[config.mk]
export PLATFORM = sky130hd
export DESIGN_NAME = sknv_div
export DESIGN_NICKNAME = d
export VERILOG_FILES = /design/src/sknv_pkg.sv /design/src/sknv_div.sv
export SDC_FILE = /design/constraint.sdc
export NUM_CORES = 1
export LEC_CHECK = 0
export ABC_AREA = 1
export BUFFER_PORTS_ARGS = -buffer_cell sky130_fd_sc_hd__buf_2
export CAP_MARGIN = 20
export CORE_ASPECT_RATIO = 0.7
export CORE_MARGIN = 2
export CORE_UTILIZATION = 38
export DETAILED_ROUTE_END_ITERATION = 8
export SETUP_SLACK_MARGIN = 0.2
export SLEW_MARGIN = 20
export SYNTH_ARGS = -nofsm -noshare
export SYNTH_HDL_FRONTEND = slang
export SYNTH_SLANG_ARGS = --single-unit
[constraint.sdc]
create_clock -name clk -period 7.3 [get_ports clk]
set_input_delay 0.73 -clock clk [delete_from_list [all_inputs] [get_ports clk]]
set_output_delay 0.73 -clock clk [all_outputs]
set_load 0.01 [all_outputs]
[src/sknv_pkg.sv]
// Shared types, codes and helper functions for the 2D vertex skinning block.
// Used by blend_skin_vertex_2d, sknv_div and tb_top; no dependencies of its own.
package sknv_pkg;

	typedef struct packed {
		logic        [1:0]  command;
		logic        [5:0]  node_index;
		logic signed [31:0] point_x;
		logic signed [31:0] point_y;
		logic signed [31:0] scale_x;
		logic signed [31:0] scale_y;
		logic signed [31:0] pivot_x;
		logic signed [31:0] pivot_y;
		logic        [15:0] angle;
		logic signed [15:0] weight;
		logic               last_influence;
	} cmd_item_t;

	typedef struct packed {
		logic signed [31:0] out_x;
		logic signed [31:0] out_y;
		logic        [1:0]  status;
	} res_item_t;

	// One pose slot as stored in the pose memory.
	typedef struct packed {
		logic signed [31:0] sin_v;
		logic signed [31:0] cos_v;
		logic signed [31:0] py;
		logic signed [31:0] px;
		logic signed [31:0] sy;
		logic signed [31:0] sx;
		logic signed [31:0] ty;
		logic signed [31:0] tx;
	} pose_t;

	// Divider handshake from the top level toward the divider.
	typedef struct packed {
		logic start;
		logic sel_y;
	} div_ctrl_t;

	typedef enum logic [3:0] {
		ST_IDLE,
		ST_CORDIC,
		ST_LOAD_WR,
		ST_MUL,
		ST_CHECK,
		ST_DIVX_GO,
		ST_DIVX_WAIT,
		ST_DIVY_GO,
		ST_DIVY_WAIT,
		ST_FINISH
	} state_t;

	localparam logic [1:0] CMD_CLEAR = 2'd0;
	localparam logic [1:0] CMD_LOAD  = 2'd1;
	localparam logic [1:0] CMD_INFL  = 2'd2;

	localparam logic [1:0] STAT_OK       = 2'd0;
	localparam logic [1:0] STAT_MISSING  = 2'd1;
	localparam logic [1:0] STAT_NEG      = 2'd2;
	localparam logic [1:0] STAT_NONPOS   = 2'd3;

	localparam int ATAN_COUNT = 24;
	localparam int MUL_LAST   = 8;
	localparam int DIV_BITS   = 64;
	localparam logic signed [33:0] CORDIC_START = 34'sd652032874;

	// Rotation angle per step, 2^32 units per full turn.
	function automatic logic [31:0] atan_turn(input logic [4:0] i);
		logic [31:0] v;
		case (i)
			5'd0:  v = 32'd536870912;
			5'd1:  v = 32'd316933406;
			5'd2:  v = 32'd167458907;
			5'd3:  v = 32'd85004756;
			5'd4:  v = 32'd42667331;
			5'd5:  v = 32'd21354465;
			5'd6:  v = 32'd10679838;
			5'd7:  v = 32'd5340245;
			5'd8:  v = 32'd2670163;
			5'd9:  v = 32'd1335087;
			5'd10: v = 32'd667544;
			5'd11: v = 32'd333772;
			5'd12: v = 32'd166886;
			5'd13: v = 32'd83443;
			5'd14: v = 32'd41722;
			5'd15: v = 32'd20861;
			5'd16: v = 32'd10430;
			5'd17: v = 32'd5215;
			5'd18: v = 32'd2608;
			5'd19: v = 32'd1304;
			5'd20: v = 32'd652;
			5'd21: v = 32'd326;
			5'd22: v = 32'd163;
			5'd23: v = 32'd81;
			default: v = 32'd0;
		endcase
		return v;
	endfunction

	function automatic logic signed [31:0] sat32(input logic signed [67:0] v);
		logic signed [31:0] r;
		if (v > 68'sd2147483647)
			r = 32'sh7fffffff;
		else if (v < -68'sd2147483648)
			r = 32'sh80000000;
		else
			r = v[31:0];
		return r;
	endfunction

endpackage

[src/sknv_div.sv]
// Bit-serial signed 64 / positive 32 divider, truncating, with 32-bit saturation.
// Depends on sknv_pkg.
module sknv_div (
	input  logic                     clk,
	input  logic                     arst_n,
	input  sknv_pkg::div_ctrl_t      ctrl,
	input  logic signed [63:0]       sum_x,
	input  logic signed [63:0]       sum_y,
	input  logic        [31:0]       divisor,
	output logic                     done,
	output logic signed [31:0]       quotient
);
	import sknv_pkg::*;

	logic                 busy_q;
	logic                 done_q;
	logic [5:0]           cnt_q;
	logic                 neg_q;
	logic [31:0]          rem_q;
	logic [DIV_BITS-1:0]  quo_q;
	logic signed [63:0]   dividend;
	logic [63:0]          mag;
	logic [32:0]          shifted;
	logic                 fits;

	assign dividend = ctrl.sel_y ? sum_y : sum_x;
	assign mag      = dividend[63] ? 64'(-dividend) : 64'(dividend);
	assign shifted  = {rem_q, quo_q[DIV_BITS-1]};
	assign fits     = shifted >= {1'b0, divisor};

	always_ff @(posedge clk or negedge arst_n) begin
		if (!arst_n) begin
			busy_q <= 1'b0;
			done_q <= 1'b0;
			cnt_q  <= '0;
		end else begin
			done_q <= 1'b0;
			if (ctrl.start) begin
				busy_q <= 1'b1;
				cnt_q  <= '0;
			end else if (busy_q) begin
				cnt_q <= cnt_q + 6'd1;
				if (cnt_q == 6'(DIV_BITS - 1)) begin
					busy_q <= 1'b0;
					done_q <= 1'b1;
				end
			end
		end
	end

	// The remainder stays below the divisor, which is under 2^31.
	always_ff @(posedge clk) begin
		if (ctrl.start) begin
			neg_q <= dividend[63];
			rem_q <= '0;
			quo_q <= mag;
		end else if (busy_q) begin
			rem_q <= fits ? 32'(shifted - {1'b0, divisor}) : shifted[31:0];
			quo_q <= {quo_q[DIV_BITS-2:0], fits};
		end
	end

	always_comb begin
		if (neg_q)
			quotient = (quo_q > 64'h8000_0000) ? 32'sh80000000 : 32'(-quo_q[31:0]);
		else
			quotient = (quo_q > 64'h7fff_ffff) ? 32'sh7fffffff : quo_q[31:0];
	end

	assign done = done_q;
endmodule

==> impl_results.md, run 1 <==
- Status: completed
- Avg WL per Cell: 17.2 um
- Critical path class: reg2out
- Crit start category: flip-flop
- Share of cells above drive strength 1: 0.125
- # nets final: 2279
- Synthesized area per cell: 5.84 um2
- Post-DRT Antenna Nets: 0
- Core box area: 29000 um2
- Clock buffer depth: 2
- Crit path cell chain: inv_1 -> nand3_1 -> nor2_1 -> nand2_1 -> nor3_1 -> nand2_1 -> buf_4 -> nand2_2 -> nand2_1 -> o21ai_0 -> buf_2
- Antenna Cells: 0
- Worst slew pin tran: 975 ps
- Seq. cell area: 2790 um2
- Ports: 197
- Post-synth top area cell: nand2_1
- Warnings, synthesis: 0
- DRT Pass-1 Iters: 5
- Total Power: 3.11 mW
- Die X-Extent: 209 um
- # fillers: 3271
- Cell Rows: 52
- Multi-input logic area: 7290 um2
- First-pass GRT wire length: 64800 um
- Met3 Usage GRT: 0.0578
- Clk_lat worst skew: 380 ps
- Post-CTS Setup Bufs: 0
- Yosys cell types: 46
- Top cell type's share of synthesized area: 0.235
- Net Count, Synth: 2124
- Seq/Total Area, Yosys: 0.249
- Gpl congestion: 0.994
- Most common flop cell mapped by yosys: edfxtp_1
- P per Cell Area: 244 nW/um2
- Total GRT Usage: 0.270
- Setup TNS Final: 0 ps
- Final hold slack: 184 ps
- M2 GR Usage: 0.370
- Gr ovfl total: 0
- Area contributors post-synth: nand2_1 24%, edfxtp_1 17%, nand3_1 7.6%, inv_1 7.5%, nor2_1 7.4%
- DRT Wirelength: 42300 um
- Mapped cell area: 11200 um2
- Maximum fanout along the worst path: 32
- Port buffer count: 196
- Post-cts sizing count: 0
- DRC: 0
- Final Setup Violations: 0
- Initial antenna violation count: 0
- Pin count of the biggest net entering global routing: 76
- CTS tree: done
- # H-tree levels: 3
- Clk sink count: 105
- Final Hold Fails: 0
- Async SR Flop Fraction: 0.0762
- Initial Util: 0.387
- Min-Delay Path Class: in2async
- Slowest CP cell: o21ai_0
- Post-DP HPWL: 33900 um
- Most utilized layer in the global route result: met1
- Post-synth EDFFs: 65
- CP arrival: 3640 ps
- Vert. Die Dim: 148 um
- Clock slew at reported path FFs: 80 ps
- Slew Viols, Final: 0
- Clock root buffer: clkbuf_16
- Slew HR: 0.349
- Crit end category: primary output
- CTS Buf Count: 9
- M1 GR Usage: 0.431
- Post-Route Skew: 11.1 ps
- Via/cell ratio: 5.22
- #FFs+latches synth: 105
- DRT iter0 DRCs: 1166
- Vias in the first global route: 11482
- Vias: 12850
- Max-cap violations: 0
- Final Cycle Share: 0.599
- Most frequent CP cell: nand2_1
- Setup repair after global routing missed its margin: no
- Layout area overhead: 13.7%
- Die area: 31000 um2
- Post-Syn Instances: 1924
- CP max stage delay: 610 ps
- Peak VDD IR: 0.112 mV
- Minimum clock period: 4370 ps
- Fmax: 229 MHz
- P_leak: 6.53 nW
- WP data required: 6570 ps
- Post-CTS Hold Buffers: 0
## final timing paths
check                           startpoint      endpoint  slack (ps)  cells past startpoint
min in group clk                 rem_q[31]     rem_q[31]         470                      2
worst min register to register   rem_q[31]     rem_q[31]         470                      2
max in group asynchronous           arst_n      cnt_q[2]        6950                      1
worst min-delay path                arst_n      cnt_q[0]         180                      1
worst max-delay path             quo_q[63]  quotient[29]        2930                     11
worst max register to register   rem_q[25]     rem_q[25]        4270                     11
## critical path: cells and delay by family (launching register included)
kind / cells / cell delay [ps]
AOI/OAI and AO/OA: 1 / 610
buffers and inverters: 3 / 670
DFF: 1 / 360
and+or+nand+nor: 7 / 1610
## kinds of logic after synthesis
family / synth area share
xor+xnor: 0.0507
flops: 0.249
fa+ha+maj: 0.0408
simple gates: 0.449
buf+inv: 0.103
compound gates: 0.108
## per-layer routing
layer | routed length (um) | vias to the layer above | part of all wire
li1 | - | 6459 | -
met1 | 21500 | 5891 | 0.51
met2 | 16700 | 476 | 0.39
met3 | 3780 | 24 | 0.089
met4 | 358 | 0 | 0.0085
met5 | 0 | - | 0
## flip-flops by register name, indices dropped and copies added, names as in the netlist
register	cells
rem_q	32
busy_q	1
quo_q	64
cnt_q	6
done	1
neg_q	1
## where the power goes
part           internal (mW)  total [mW]  leakage (nW)  switching [mW]
combinational          0.573        1.70          5.31            1.13
sequential             0.777       0.885          1.07           0.108
clock                  0.271       0.525         0.145           0.254
total                   1.62        3.11          6.53            1.49
## layout by cell type, fill, tap and decap left out, drive strengths merged
| cell type | count |
|---|---|
| o21bai | 4 |
| clkbuf | 10 |
| a22o | 2 |
| nor3b | 1 |
| nand2 | 711 |
| xor2 | 36 |
| edfxtp | 65 |
| and2 | 4 |
| nand3 | 175 |
| o21ai | 161 |
| o21a | 2 |
| nor2 | 231 |
| clkinv | 3 |
| nand3b | 22 |
| ha | 35 |
| a21oi | 44 |
| xnor2 | 29 |
| nand4 | 25 |
| o211ai | 2 |
| o22ai | 1 |
| fa | 1 |
| or2 | 9 |
| clkinvlp | 1 |
| dfrtp | 8 |
| dfxtp | 32 |
| o221ai | 1 |
| nor4 | 8 |
| inv | 230 |
| buf | 205 |
| nor3 | 17 |
| bufinv | 1 |
| a31oi | 6 |
| a21o | 2 |
## through the flow
step | cell area [um2] | instances | utilization | setup slack, ps
2_1_floorplan | 11200 | 1924 | - | 3740
3_3_place_gp | 12500 | 2446 | 0.430 | 3110
3_5_place_dp | 12500 | 2446 | 0.430 | 3000
4_1_cts | 12800 | 2462 | 0.440 | 2920
5_1_grt | 12800 | 2462 | 0.440 | 2730
6_report | 12800 | 2462 | 0.440 | 2930
## Yosys cell counts, drive strengths merged (32+ instances only)
cell type,number
nor2,231
dfxtp,32
nand3,175
edfxtp,65
o21ai,161
buf,32
xor2,36
a21oi,44
inv,229
nand2,711
ha,35
## final cells by class
class,count,area share
inverter,229,0.0676
clock inverter,6,0.00568
multi-input combinational,1529,0.571
sequential,105,0.219
clock buffer,10,0.0179
tap,378,0.0370
timing repair buffer,205,0.0821
Note: power is estimated with default switching activity, not from simulation.
==> run 2, diff against run 1 <==
clock period = 3.95 ns   (was 7.3 ns; I/O delays follow)
==> run 2 against run 1 <==
Net effect:
- setup slack worse by 2400 ps
- largest power group unchanged
- clock skew decreased by 4.1 ps
- critical path type unchanged
- non-clock buffer count up 7
==> impl_results.md, run 2 (synthesized netlist as in run 1, its figures left out) <==
- Antenna Cells: 0 (unchanged)
- Critical path class: reg2out
- Placed Instances: 2452 (+0.25%)
- Core box area: 29000 um2 (unchanged)
- Clock slew at reported path FFs: 70 ps (about the same)
- Ports: 197 (unchanged)
- Slew Viols, Final: 0 (unchanged)
- Setup TNS Final: 0 ps (unchanged)
- Largest Register: quo_q
- Gpl congestion: 0.977 (-1.7%)
- Post-DP HPWL: 33800 um (-0.25%)
- Crit start category: flip-flop
- Vert. Die Dim: 148 um (unchanged)
- Peak VDD IR: 0.258 mV (+130%)
- Final core utilization: 0.443 (+0.00345)
- Final Setup Violations: 0 (unchanged)
- Cell Rows: 52 (unchanged)
- Pin count of the biggest net entering global routing: 62 (-18%)
- Post-DRT Antenna Nets: 0 (unchanged)
- Post-Route Skew: 6.93 ps (-4.13 ps)
- Multi-input logic area: 7290 um2 (about the same)
- DRT Pass-1 Iters: 6 (+1)
- Commonest non-fill, non-tap cell in the layout: nand2_1
- Post-CTS Setup Bufs: 0 (unchanged)
- DRT Wirelength: 41500 um (-1.8%)
- Total GRT Usage: 0.264 (-0.00619)
- Largest regs: quo_q: 64 flops, rem_q: 32 flops, cnt_q: 6 flops
- Setup repair after global routing missed its margin: no
- Vias in the first global route: 11483 (+0.0087%)
- Minimum clock period: 3430 ps
- Status: completed
- Seq. cell area: 2790 um2 (unchanged)
- # fillers: 3244 (-0.83%)
- Avg WL per Cell: 16.8 um (-2.0%)
- Die area: 31000 um2 (unchanged)
- P_leak: 6.58 nW (+0.69%)
- Layout area overhead: 14.6%
- Via/cell ratio: 5.23 (+0.20%)
- CTS tree: done
- Max-cap violations: 0 (unchanged)
- Max reg flops: 64 (unchanged)
- Initial Util: 0.387 (unchanged)
- Layout Cells excl Fill: 2469 (+0.28%)
- Clk sink count: 105 (unchanged)
- Clk_lat worst skew: 370 ps (about the same)
- Post-route cell area: 12900 um2 (+0.78%)
- Worst slew pin tran: 920 ps (-55.1 ps)
- WP data required: 3560 ps (-3010 ps)
- CTS Buf Count: 9 (unchanged)
- DRC: 0 (unchanged)
- Fmax: 291 MHz
- DRT iter0 DRCs: 1260 (+8.1%)
- Clock root buffer: clkbuf_16
- Final Cycle Share: 0.869
- Slew HR: 0.380 (+0.0312)
- First-pass GRT wire length: 63600 um (-1.8%)
- Maximum fanout along the worst path: 5 (-84%)
- # H-tree levels: 3 (unchanged)
- Initial antenna violation count: 0 (unchanged)
- # nets final: 2286 (+0.31%)
- P per Cell Area: 444 nW/um2 (+82%)
- Die X-Extent: 209 um (unchanged)
- Final Hold Fails: 0 (unchanged)
- Most frequent cells in the layout: 703 x nand2_1, 224 x inv_1, 220 x nor2_1
- Clock buffer depth: 2 (unchanged)
- Crit end category: primary output
- Share of cells above drive strength 1: 0.128 (+0.00293)
- CP arrival: 3040 ps (-600 ps)
- Post-DP Area: 12600 um2 (+0.72%)
- Min-Delay Path Class: in2async
- Vias: 12912 (+0.48%)
- Port buffer count: 196 (unchanged)
- Gr ovfl total: 0 (unchanged)
[run 2: worst paths after layout]
kind	from	end	slack (ps)	depth (start not counted)
setup / recovery	quo_q[1]	quotient[30]	520	12
hold / removal	arst_n	cnt_q[5]	390	2
setup reg to reg	rem_q[25]	quo_q[0]	870	10
hold reg to reg	rem_q[31]	rem_q[31]	470	2
max in group asynchronous	arst_n	cnt_q[2]	3390	2
min in group clk	ctrl[1]	neg_q	460	1
[run 2: power breakdown]
part	total [mW]	internal, mW	switching, mW
Combinational	3.12	1.07	2.05
Clock	0.947	0.494	0.453
Sequential	1.64	1.44	0.203
[run 2: final cells by class]
class,count,area share
inverters,229,0.0670
clock inverters,6,0.00515
multi-input cells,1529,0.567
repair buffers,212,0.0897
clock buffers,10,0.0178
flip-flops and latches,105,0.217
well taps,378,0.0368
[run 2: routing by layer]
layer / part of all wire / vias to the layer above / track usage
li1: - / 6476 / -
met1: 0.50 / 5867 / 0.411
met2: 0.40 / 534 / 0.374
met3: 0.084 / 35 / 0.0436
met4: 0.014 / 0 / 0.0603
met5: 0 / - / 0
[run 2: metrics by stage]
step / power, mW / hold WS, ps / setup slack, ps
after floorplan: 3.79 / 99.4 / 722
after global placement: 4.70 / 245 / 626
after detailed placement: 4.70 / 251 / 547
after CTS: 5.68 / 380 / 354
after global routing: 6.18 / 409 / 337
final: 5.71 / 393 / 516
[run 2: critical path, cell delays in order, from the launching register on]
cell and delay [ps]:
edfxtp_1 420, inv_1 100, ha_1 200, nand2_1 100, nor2_1 370, nand4_1 290, nor2_1 240, nand2_1 140
nor2_1 210, nand2_1 90, xnor2_1 130, o21ai_0 200, buf_2 190
[run 2: what timing repair did]
action | 4_1_cts | 5_1_grt
resized for setup | 1 | 1
hold buffers | 1 | 0
hold endpoints to repair | 8 | 0
setup endpoints to repair | 5 | 4
==> run 3, diff against run 2 <==
==> constraint.sdc (replaced) <==
create_clock -name clk -period 3.95 [get_ports clk]
set_input_delay 0.395 -clock clk [delete_from_list [all_inputs] [get_ports clk]]
set_output_delay 0.395 -clock clk [all_outputs]
set_load 0.05 [all_outputs]
==> run 3 against run 2 <==
Net effect:
- design area barely moved
- critical path depth is the same
- setup slack lost 46 ps
- sequential power about the same
- largest power group unchanged
- clock skew increased by 7.0 ps
- die area is the same
- non-clock buffer count fell by 1
==> impl_results.md, run 3 (synthesized netlist as in run 1, its figures left out) <==
- Post-Route Skew: 13.9 ps (+6.97 ps)
- Fmax: 287 MHz (-1.3%)
- Worst Setup SP: quo_q[0]
- CP max stage delay: 390 ps (-30 ps)
- Setup TNS Final: 0 ps (unchanged)
- Max-cap violations: 0 (unchanged)
- Most frequent cells in the layout: 703 x nand2_1, 224 x inv_1, 220 x nor2_1
- Gpl congestion: 0.979 (+0.26%)
- Largest regs: quo_q: 64 flops, rem_q: 32 flops, cnt_q: 6 flops
- Post-DP HPWL: 33200 um (-1.8%)
- Slew HR: 0.369 (-0.0115)
- Worst Reg-to-Reg Cells: 13 (+3)
- Layout area overhead: 14.5% (about the same)
- Clock slew at reported path FFs: 80 ps (about the same)
- Seq. cell area: 2790 um2 (unchanged)
- Crit path cell chain: inv_1 -> ha_1 -> nand2_1 -> nor2_1 -> nand4_1 -> nor2_1 -> nand2_1 -> nor2_1 -> nand2_1 -> xnor2_1 -> o21ai_0 -> buf_2
- Ports: 197 (unchanged)
- R2r setup slk: 960 ps (+90 ps)
- Post-CTS Setup Bufs: 0 (unchanged)
- Worst slew pin tran: 937 ps (+17.0 ps)
- Delay-heaviest family, CP: simple AND/OR/NAND/NOR gates
- CP endpoint: quotient[30]
- Maximum fanout along the worst path: 5 (unchanged)
- Max reg flops: 64 (unchanged)
- Crit end category: primary output
- Min-Delay Path Class: in2async
- Cell Rows: 52 (unchanged)
- CP arrival: 3080 ps (+40 ps)
- Vert. Die Dim: 148 um (unchanged)
- Via/cell ratio: 5.19 (-0.73%)
- Crit start category: flip-flop
- CTS Buf Count: 9 (unchanged)
- R2R Path End: rem_q[20]
- # fillers: 3212 (-0.99%)
- Share of cells above drive strength 1: 0.128 (+0.000540)
- Clock buffer depth: 2 (unchanged)
- Vias in the first global route: 11373 (-0.96%)
- Die area: 31000 um2 (unchanged)
- Peak VDD IR: 0.286 mV (+11%)
- Setup repair after global routing missed its margin: no
- Largest Register: quo_q
- Avg WL per Cell: 16.6 um (-1.5%)
- Total Power: 5.74 mW (+0.63%)
- DRT iter0 DRCs: 1205 (-4.4%)
- Port buffer count: 196 (unchanged)
- Gr ovfl total: 0 (unchanged)
- CTS tree: done
- Minimum clock period: 3480 ps (+45.7 ps)
- Final Cycle Share: 0.881 (+0.0116)
- Critical path class: reg2out
- # H-tree levels: 3 (unchanged)
- Pin count of the biggest net entering global routing: 75 (+21%)
- Commonest non-fill, non-tap cell in the layout: nand2_1
- Slowest CP cell: edfxtp_1
- Post-DRT Antenna Nets: 0 (unchanged)
- Status: completed
- Total GRT Usage: 0.261 (-0.00305)
- DRC: 0 (unchanged)
- DRT Wirelength: 40900 um (-1.5%)
- P_leak: 6.58 nW (about the same)
- P per Cell Area: 447 nW/um2 (+0.70%)
- Die X-Extent: 209 um (unchanged)
- Final Hold Fails: 0 (unchanged)
- # nets final: 2285 (-0.044%)
- Final hold slack: 375 ps (-18.3 ps)
- Post-Place Setup Slack: 616 ps (+68.8 ps)
- Initial Util: 0.387 (unchanged)
- Clk_lat worst skew: 380 ps (about the same)
- Critical path depth: 12 (unchanged)
- Antenna Cells: 0 (unchanged)
- Core box area: 29000 um2 (unchanged)
- Slew Viols, Final: 0 (unchanged)
- RR Startpoint: rem_q[8]
- First-pass GRT wire length: 62700 um (-1.6%)
- Multi-input logic area: 7300 um2 (about the same)
- Final Setup Violations: 0 (unchanged)
- Initial antenna violation count: 0 (unchanged)
- Worst path bufs/invs: 2 (unchanged)
- Vias: 12812 (-0.77%)
- Fin worst setup slack: 470 ps (-45.7 ps)
- Clock root buffer: clkbuf_16
- DRT Pass-1 Iters: 6 (unchanged)
- WP data required: 3560 ps (about the same)
- Clk sink count: 105 (unchanged)
==> run 3: cell count changes in the layout (fill, tap and decap cells not counted), sizes merged <==
cell,previous run,this run
buf,211,210
clkbuf,10,9
clkinv,2,3
bufinv,1,0
clkinvlp,2,0
inv,230,233
==> run 3: area by class of cell <==
cell class	count	area share
tap	378	0.0368
inverter	229	0.0670
sequential	105	0.217
clock inverter	7	0.00487
clock buffer	9	0.0175
timing repair buffer	211	0.0891
multi-input combinational	1529	0.567
==> run 3: where the power goes <==
group          switching [mW]  internal, mW  total (mW)
Sequential              0.206          1.44        1.64
Combinational            2.11          1.06        3.17
Clock                   0.489         0.443       0.933
Total                    2.80          2.94        5.74
==> run 3: worst min-delay path by stage <==
stage           start        to  slack [ps]  cells after the start
4_1_cts        arst_n      done         380                      2
5_1_grt        arst_n  cnt_q[1]         370                      2
2_1_floorplan  arst_n    busy_q         100                      0
6_report       arst_n  cnt_q[2]         370                      2
3_5_place_dp   arst_n  cnt_q[1]         240                      1
3_3_place_gp   arst_n  cnt_q[1]         240                      1
==> run 3: repair_timing <==
item / in CTS / in global routing
resized for setup: 1 / 1
hold buffers: 1 / 0
pin swaps: 0 / 0
hold endpoints to repair: 8 / 0
endpoints found under the setup margin: 7 / 14
==> run 3: per-stage QoR <==
step,util,instance area [um2],cells
5_1_grt,0.443,12900,2468
3_3_place_gp,0.433,12600,2451
2_1_floorplan,-,11200,1924
4_1_cts,0.443,12900,2468
6_report,0.443,12900,2468
3_5_place_dp,0.433,12600,2451
==> run 3: metal layers <==
metal | track usage | wire length, um | vias to the layer above
met1 | 0.399 | 20500 | 5840
met2 | 0.374 | 16600 | 450
li1 | - | - | 6481
met5 | 0 | 0 | -
met4 | 0.0582 | 644 | 0
met3 | 0.0499 | 3100 | 41
